**config.mk**
```make
export PLATFORM = sky130hd
export DESIGN_NAME = mnnsd_ram
export DESIGN_NICKNAME = d
export VERILOG_FILES = /design/src/mnnsd_ram.sv
export SDC_FILE = /design/constraint.sdc
export NUM_CORES = 1
export LEC_CHECK = 0
export ABC_AREA = 1
export BUFFER_PORTS_ARGS = -buffer_cell sky130_fd_sc_hd__clkbuf_2
export CELL_PAD_IN_SITES_DETAIL_PLACEMENT = 1
export CELL_PAD_IN_SITES_GLOBAL_PLACEMENT = 1
export CORE_ASPECT_RATIO = 1.5
export CORE_MARGIN = 3
export CORE_UTILIZATION = 45
export CTS_CLUSTER_SIZE = 30
export DETAILED_ROUTE_END_ITERATION = 8
export PLACE_DENSITY_LB_ADDON = 0.1
export RECOVER_POWER = 50
export SKIP_CTS_REPAIR_TIMING = 1
export SYNTH_ARGS = -nofsm -noshare
export SYNTH_HDL_FRONTEND = slang
export SYNTH_SLANG_ARGS = --single-unit
```
**constraint.sdc**
```tcl
create_clock -name clk -period 1.35 [get_ports clk]
set_input_delay 0.0675 -clock clk [delete_from_list [all_inputs] [get_ports clk]]
set_output_delay 0.0675 -clock clk [all_outputs]
set_load 0.01 [all_outputs]
```
**src/mnnsd_ram.sv**
```systemverilog
`timescale 1ns / 1ps
// ----------------------------------------------------------------------------
// mnnsd_ram
// Generic single write port, single read port RAM with registered read.
// ----------------------------------------------------------------------------
module mnnsd_ram #(
  parameter int WIDTH = 8,
  parameter int DEPTH = 16
) (
  input  logic                     clk,
  input  logic                     we,
  input  logic [$clog2(DEPTH)-1:0] waddr,
  input  logic [WIDTH-1:0]         wdata,
  input  logic [$clog2(DEPTH)-1:0] raddr,
  output logic [WIDTH-1:0]         rdata
);

  logic [WIDTH-1:0] mem [DEPTH];

  always_ff @(posedge clk) begin
    if (we) begin
      mem[waddr] <= wdata;
    end
    rdata <= mem[raddr];
  end

endmodule

```
==> results of run 1 <==
==> registers in the layout (all words and copies together) (netlist names) <==
register / flops
mem: 128
rdata: 8
==> cell type report <==
type | count | area, µm²
Clock buffer | 19 | 443
Clock inverter | 13 | 190
Fill cell | 1392 | 5710
Inverter | 102 | 383
Multi-Input combinational cell | 289 | 1210
Sequential cell | 136 | 4000
Tap cell | 156 | 195
Timing Repair Buffer | 55 | 378
==> cell families (layout without fill, tap and decap cells) <==
family / count (synthesis) / in the layout
buffers and inverters: 126 / 189
flip-flops: 136 / 136
AND/OR/NAND/NOR: 289 / 289
==> through the flow <==
step,total power (W),instance area (µm²)
floorplan,0.00518,5770
global placement,0.00542,6200
detailed placement,0.00545,6200
CTS,0.0104,6830
global route,0.0107,6810
finish,0.0103,6810
==> path summary, 6_finish.rpt <==
| path | startpoint | end | slack [ns] | cells after the start |
|---|---|---|---|---|
| setup / recovery | mem[7][3]$_DFFE_PP_ | rdata[3]$_DFF_P_ | 0.31 | 6 |
| hold / removal | raddr[3] | rdata[7]$_DFF_P_ | 0.09 | 3 |
| setup reg to reg | mem[7][3]$_DFFE_PP_ | rdata[3]$_DFF_P_ | 0.31 | 6 |
| hold reg to reg | mem[12][2]$_DFFE_PP_ | rdata[2]$_DFF_P_ | 0.66 | 6 |
==> metal layers <==
layer / global-route usage [%] / up-vias
met3: 4.20 / 26
met4: 8.99 / 0
met2: 39.3 / 71
met1: 25.3 / 1964
li1: - / 1871
met5: 0 / -
==> worst max-delay path: cells and delay by family (launching register included) <==
kind                   cells  cell delay [ns]
AND/OR/NAND/NOR            5             0.51
flip-flops                 1             0.37
buffers and inverters      1             0.06
==> synth_stat cells, drive strengths merged <==
library cell / number
edfxtp: 128
inv: 102
dfxtp: 8
nand3b: 2
nand2: 173
buf: 24
nand3: 97
nor2: 17
==> power by group <==
part           internal [W]  total (W)  switching (W)
Clock               0.00316    0.00493        0.00177
Sequential          0.00472    0.00475      0.0000311
Combinational      0.000185   0.000603       0.000418
Total               0.00807     0.0103        0.00222
==> qor.csv, run 1 <==
metric,value,unit
outcome,completed,
final WL,14500,µm
first-pass GRT wire length,22800,µm
Lkg Pwr,2.96,nW
critical path endpoint category,flop,
element type at the critical path start,flop,
Synth Area in Compound Gates,0,%
Critical Path RT,1.65,ns
initial DRC count,249,
synth unique cells,12,
CP dominant cell by count,nand3_1,
Ports,26,
DRC errors left,0,
clk buf depth,2,
Via density,5.11,
worst-path maximum fanout,1,
largest net degree at the start of global routing,65,
GP Congestion,0.765,
fraction of layout cells with a size suffix above 1,12.4,%
leading area contributor after synthesis,edfxtp_1,
CTS tree,built,
most area-consuming cells after synthesis,"edfxtp_1, nand2_1, nand3_1",
Post-Synth XOR/XNOR Area,0,%
post-synthesis net count,569,
Max Fclk,961,MHz
cells along the critical path,inv_1 > nand2_1 > nand3_1 > nand3_1 > nand3_1 > nand2_1,
Top Layer Used,met4,
DIE HEIGHT,145,µm
Synth-to-Final Area Change,18.0,%
Initial DRT Pass Iterations,4,
All-Layer GR Usage,21.8,%
unrepaired setup endpoints after global routing,no,
HP Class,input port to flop,
Max VDD drop,0.00102,V
initial antenna violation count,0,
met2 wire len,7900,µm
"slowest stage delay, CP",0.37,ns
Die W,98.4,µm
clk_lat worst skew,0.41,ns
Post-Place Setup Slack,0.162,ns
via count,3932,
Placed Cells,738,
setup violators final,0,
Adder-Cell Fraction of Synth Area,0,%
pins over their slew limit,0,
max cap viols,0,
metal3 WL,372,µm
Slew HR,46.7,%
ANT nets after route,0,
sequential fraction of the synthesis area,69.4,%
Tcrit/Tclk final,77.1,%
vias in the first global route,4161,
Simple-Gate Fraction of Synth Area,21.0,%
main combinational cell family by area after synthesis,simple AND/OR/NAND/NOR gates,
M1 WL,5850,µm
Die ar.,14200,µm²
Clock transition at path regs,0.06,ns
Post-Route Utilization,54.4,%
Final Hold Fails,0,
clock root cell,clkbuf_16,
Critical Path Slowest Stage Cell,edfxtp_1,
Mapped Cells,551,
core area,12500,µm²
final worst slack,0.309,ns
minimum clock period,1.04,ns
Mapped Area,5770,µm²
Finished Layout Cells,770,
Final nets,619,
proportion of synthesized area in mux cells,0,%
initial core utilization,46.1,%
Worst Max-Slew Pin Slew,0.800,ns
Worst EP arrival,1.34,ns
CP Class,flop to flop,
register bit total from synthesis,136,
HPWL after DPL,8960,µm
area share of the largest cell type after synthesis,66.7,%
clk sink count,136,
Avg Inst Size Synth,10.5,µm²
cell row count,50,
"commonest cells after routing, fill and taps aside","nand2_1, edfxtp_1, inv_1, nand3_1, buf_4",
"most common cell after layout, fill and taps aside",nand2_1,
ant diodes,0,
WL/cell,18.8,µm
GR Overflow Total,0,
Min Hold Slack,0.0904,ns
port buffer count,25,
worst clock skew,0.00913,ns
number of H-tree levels,4,
CTS buffer count,17,
Yosys warnings,0,
setup TNS,0,ns
Pwr Density,1510,nW/µm²
Power figures use the tool's default switching activity.
==> run 2: changes to the inputs <==
==> constraint.sdc (replaced) <==
create_clock -name clk -period 1.04 [get_ports clk]
set_input_delay 0.052 -clock clk [delete_from_list [all_inputs] [get_ports clk]]
set_output_delay 0.052 -clock clk [all_outputs]
set_load 0.01 [all_outputs]
==> qor.csv, run 2 (synthesized netlist as in run 1, its figures left out) <==
metric,value,unit,change
outcome,completed,,
Post-Route Utilization,55.5,%,+1.1 points
Worst EP arrival,0.94,ns,-0.40 ns
Lkg Pwr,3.03,nW,+2.3%
Top Usage Layer GRT,met2,,
setup violators final,0,,unchanged
initial antenna violation count,0,,unchanged
"slowest stage delay, CP",0.37,ns,about the same
ANT nets after route,0,,unchanged
Tcrit/Tclk final,95.4,%,
ant diodes,0,,unchanged
pins over their slew limit,0,,unchanged
Critical Path Slowest Stage Cell,dfxtp_1,,
largest register by flop count,mem,,
DRC errors left,0,,unchanged
fraction of layout cells with a size suffix above 1,15.1,%,+2.7 points
Final Hold Fails,0,,unchanged
max cap viols,0,,unchanged
core area,12500,µm²,unchanged
Worst Max-Slew Pin Slew,0.838,ns,+0.0380 ns
minimum clock period,0.992,ns,
Critical Path RT,0.99,ns,-0.66 ns
"most common cell after layout, fill and taps aside",nand2_1,,
clk buf depth,2,,unchanged
Top delay family on crit path,flip-flops,,
Pwr Density,1910,nW/µm²,+27%
Initial DRT Pass Iterations,4,,unchanged
Bufs and invs on worst path,1,,unchanged
WL/cell,18.3,µm,-2.8%
clk_lat worst skew,0.42,ns,about the same
unrepaired setup endpoints after global routing,no,,
critical path endpoint category,output port,,
GP Congestion,0.781,,+2.0%
Clock transition at path regs,0.06,ns,about the same
"commonest cells after routing, fill and taps aside","nand2_1, edfxtp_1, inv_1, nand3_1, buf_4",,
HPWL after DPL,9540,µm,+6.5%
cells along the critical path,clkbuf_2,,
Largest regs,"mem: 128 flops, rdata: 8 flops",,
Max Fclk,1010,MHz,
initial core utilization,46.1,%,unchanged
via count,3955,,+0.58%
cell row count,50,,unchanged
largest net degree at the start of global routing,33,,-49%
Ports,26,,unchanged
port buffer count,25,,unchanged
number of H-tree levels,4,,unchanged
R2R setup slack,0.06,ns,-0.25 ns
first-pass GRT wire length,22500,µm,-1.4%
CP Class,flop to output port,,
setup TNS,0,ns,unchanged
met1 usage,24.4,%,-0.88 points
Die W,98.4,µm,unchanged
final WL,14300,µm,-1.5%
GR Util met3,4.10,%,-0.097 points
worst-path maximum fanout,1,,unchanged
clk sink count,136,,unchanged
worst clock skew,0.00871,ns,-0.000422 ns
GR Overflow Total,0,,unchanged
CTS buffer count,17,,unchanged
element type at the critical path start,flop,,
max reg flops,128,,unchanged
All-Layer GR Usage,21.4,%,-0.39 points
CTS tree,built,,
Via density,5.07,,-0.70%
Die ar.,14200,µm²,unchanged
initial DRC count,243,,-2.4%
met2 capacity usage during global routing,39.5,%,+0.18 points
vias in the first global route,4309,,+3.6%
Final nets,629,,+1.6%
DIE HEIGHT,145,µm,unchanged
Slew HR,44.2,%,-2.5 points
Synth-to-Final Area Change,20.5,%,
clock root cell,clkbuf_16,,
HP Class,input port to flop,,
Max VDD drop,0.00108,V,+5.6%
## run 2: changes by cell type in the layout (fill, tap and decap cells not counted), moves of 2 or more
cell	change
nand3_1	-8
buf_12	+2
clkinv_2	-2
buf_4	+8
nand3_2	+8
inv_8	+2
clkinv_4	+2
## run 2: worst paths after layout
path                 endpoint  cells after the start                 start
min          rdata[4]$_DFF_P_                      4              raddr[2]
max                  rdata[2]                      1      rdata[2]$_DFF_P_
max reg2reg  rdata[1]$_DFF_P_                      6   mem[1][1]$_DFFE_PP_
min reg2reg  rdata[4]$_DFF_P_                      6  mem[14][4]$_DFFE_PP_
## run 2: area by class of cell
cell class,instances,area [µm²]
well taps,156,195
clock buffers,18,439
multi-input cells,289,1250
repair buffers,65,483
flip-flops and latches,136,4000
clock inverters,14,189
inverters,102,383
fillers,1374,5570
## run 2: report_power, final
part           switching, W  internal, W  total, W
combinational      0.000557     0.000280  0.000837
sequential        0.0000414      0.00613   0.00617
clock               0.00238      0.00390   0.00628
total               0.00298       0.0103    0.0133
## run 2: stage by stage
stage                     setup slack, ns  hold slack [ns]  cell area, µm²  power, W  std cells
after CTS                         0.00671          -0.0550            6920    0.0134        779
after detailed placement          -0.0877            0.372            6290   0.00712        747
after global routing              0.00151            0.116            6950    0.0137        780
after floorplan                    0.0372            0.151            5770   0.00672        551
after global placement            -0.0680            0.374            6290   0.00709        747
final                              0.0483            0.127            6950    0.0133        780
## run 2: metal layers
| metal | wire (µm) | part of all wire, % |
|---|---|---|
| met1 | 5710 | 40 |
| met2 | 7830 | 55 |
| met3 | 455 | 3.2 |
| met4 | 283 | 2.0 |
| met5 | 0 | 0 |
==> run 3: changes to the inputs <==
--- a/config.mk
+++ b/config.mk
@@ -7,11 +7,12 @@
 export LEC_CHECK = 0
 export ABC_AREA = 1
 export BUFFER_PORTS_ARGS = -buffer_cell sky130_fd_sc_hd__clkbuf_2
+export CAP_MARGIN = 20
 export CELL_PAD_IN_SITES_DETAIL_PLACEMENT = 1
 export CELL_PAD_IN_SITES_GLOBAL_PLACEMENT = 1
 export CORE_ASPECT_RATIO = 1.5
 export CORE_MARGIN = 3
-export CORE_UTILIZATION = 45
+export CORE_UTILIZATION = 44
 export CTS_CLUSTER_SIZE = 30
 export DETAILED_ROUTE_END_ITERATION = 8
 export PLACE_DENSITY_LB_ADDON = 0.1
==> constraint.sdc (replaced) <==
create_clock -name clk -period 0.9 [get_ports clk]
set_input_delay 0.045 -clock clk [delete_from_list [all_inputs] [get_ports clk]]
set_output_delay 0.045 -clock clk [all_outputs]
set_load 0.01 [all_outputs]
==> qor.csv, run 3 (synthesized netlist as in run 1, its figures left out) <==
metric,value,unit,change
outcome,"finished, violations left",,
failing checks,setup timing,,
via count,4004,,+1.2%
DRC errors left,0,,unchanged
GR Overflow Total,0,,unchanged
final WL,15800,µm,+11%
GP Congestion,0.794,,+1.6%
clock power share,47.3,%,about the same
max reg flops,128,,unchanged
worst clock skew,0.00612,ns,-0.00259 ns
element type at the critical path start,flop,,
cells along the critical path,inv_1 > nand2_2 > nand3_2 > nand3_2 > nand3_2 > nand2_1,,
CP dominant cell by count,nand3_2,,
Post-Route Utilization,57.6,%,+2.0 points
Via density,5.17,,+2.0%
CTS buffer count,17,,unchanged
largest net degree at the start of global routing,45,,+36%
Finished Layout Cells,774,,-0.77%
DIE HEIGHT,146,µm,+1.1%
fraction of layout cells with a size suffix above 1,25.4,%,+10 points
Critical Path RT,1.20,ns,+0.21 ns
Critical Path Slowest Stage Cell,edfxtp_1,,
initial DRC count,168,,-31%
clock root cell,clkbuf_16,,
"most common cell after layout, fill and taps aside",nand2_1,,
unrepaired setup endpoints after global routing,yes,,
Clock transition at path regs,0.06,ns,about the same
CP Class,flop to flop,,
Sw Ratio,21.5,%,-0.85 points
Slew HR,35.7,%,-8.5 points
Final nets,624,,-0.79%
final worst slack,-0.102,ns,-0.150 ns
CTS tree,built,,
Final Hold Fails,0,,unchanged
HPWL after DPL,9930,µm,+4.0%
Pwr Density,2170,nW/µm²,+14%
max cap viols,0,,unchanged
Synth-to-Final Area Change,26.1,%,
clk sink count,136,,unchanged
Die W,99.5,µm,+1.1%
vias in the first global route,4305,,-0.093%
Worst EP arrival,1.30,ns,+0.36 ns
cell row count,50,,unchanged
WL/cell,20.4,µm,+11%
first-pass GRT wire length,23900,µm,+6.2%
Initial DRT Pass Iterations,4,,unchanged
Pwr Total,0.0158,W,+19%
pins over their slew limit,0,,unchanged
port buffer count,25,,unchanged
HP Class,input port to flop,,
"slowest stage delay, CP",0.38,ns,about the same
core area,12600,µm²,+1.0%
sequential share of power,45.3,%,-1.1 points
R2R setup slack,-0.10,ns,-0.16 ns
Max Fclk,998,MHz,
"commonest cells after routing, fill and taps aside","nand2_1, edfxtp_1, inv_1, nand3_2, nand3_1",,
minimum clock period,1.00,ns,
worst-path maximum fanout,1,,unchanged
Lkg Pwr,3.14,nW,+3.6%
largest register by flop count,mem,,
Largest regs,"mem: 128 flops, rdata: 8 flops",,
ANT nets after route,0,,unchanged
number of H-tree levels,4,,unchanged
initial core utilization,45.6,%,-0.46 points
Die ar.,14500,µm²,+2.2%
Worst Max-Slew Pin Slew,0.965,ns,+0.127 ns
Internal,0.0124,W,+20%
initial antenna violation count,0,,unchanged
setup violators final,13,,+13
sw power,0.00340,W,+14%
clk buf depth,2,,unchanged
Placed Cells,743,,-0.54%
All-Layer GR Usage,22.5,%,+1.1 points
ant diodes,0,,unchanged
Max VDD drop,0.00151,V,+40%
critical path endpoint category,flop,,
Ports,26,,unchanged
clk_lat worst skew,0.41,ns,about the same
Tcrit/Tclk final,111,%,
Gate power share,7.4,%,+1.1 points
## run 3: worst max-delay path, delay by kind of cell (launching register included)
| kind | cells | cell delay [ns] |
|---|---|---|
| flops | 1 | 0.38 |
| simple gates | 5 | 0.42 |
| buf+inv | 1 | 0.08 |
## run 3: cell type report
type / instances / area (µm²)
flip-flops and latches: 136 / 4010
multi-input cells: 289 / 1530
inverters: 102 / 383
clock inverters: 12 / 200
clock buffers: 19 / 433
fillers: 1369 / 5360
repair buffers: 60 / 515
well taps: 156 / 195
## run 3: power groups by stage
| stage | Clock, W | Sequential, W | Combinational (W) |
|---|---|---|---|
| finish | 0.00747 | 0.00715 | 0.00117 |
| CTS | 0.00756 | 0.00714 | 0.00103 |
| global route | 0.00787 | 0.00716 | 0.00127 |
| floorplan | 0 | 0.00727 | 0.000505 |
| detailed placement | 0 | 0.00727 | 0.00101 |
| global placement | 0 | 0.00727 | 0.000985 |
## run 3: per-stage QoR
step                      area, µm²  worst slack [ns]  hold WS (ns)  setup TNS, ns
after floorplan                5780           -0.0958         0.144          -7.64
after global placement         6300            -0.254         0.448         -15.43
after detailed placement       6300            -0.272         0.447         -19.62
after CTS                      6930            -0.173        0.0528          -1.61
after global routing           7270            -0.137        0.0722          -1.22
final                          7270            -0.102        0.0761         -0.512
## run 3: per-layer routing
layer | vias up | GRT usage [%] | part of all wire [%]
met3 | 29 | 4.73 | 2.3
met1 | 2020 | 25.5 | 39
met2 | 75 | 39.2 | 54
met4 | 0 | 11.7 | 4.0
met5 | - | 0 | 0
li1 | 1880 | - | -
## run 3: final timing paths
check,startpoint,end,cells past startpoint
worst min-delay path,raddr[3],rdata[3]$_DFF_P_,4
worst max-delay path,mem[7][5]$_DFFE_PP_,rdata[5]$_DFF_P_,6
worst min register to register,mem[15][4]$_DFFE_PP_,rdata[4]$_DFF_P_,6
worst max register to register,mem[7][5]$_DFFE_PP_,rdata[5]$_DFF_P_,6
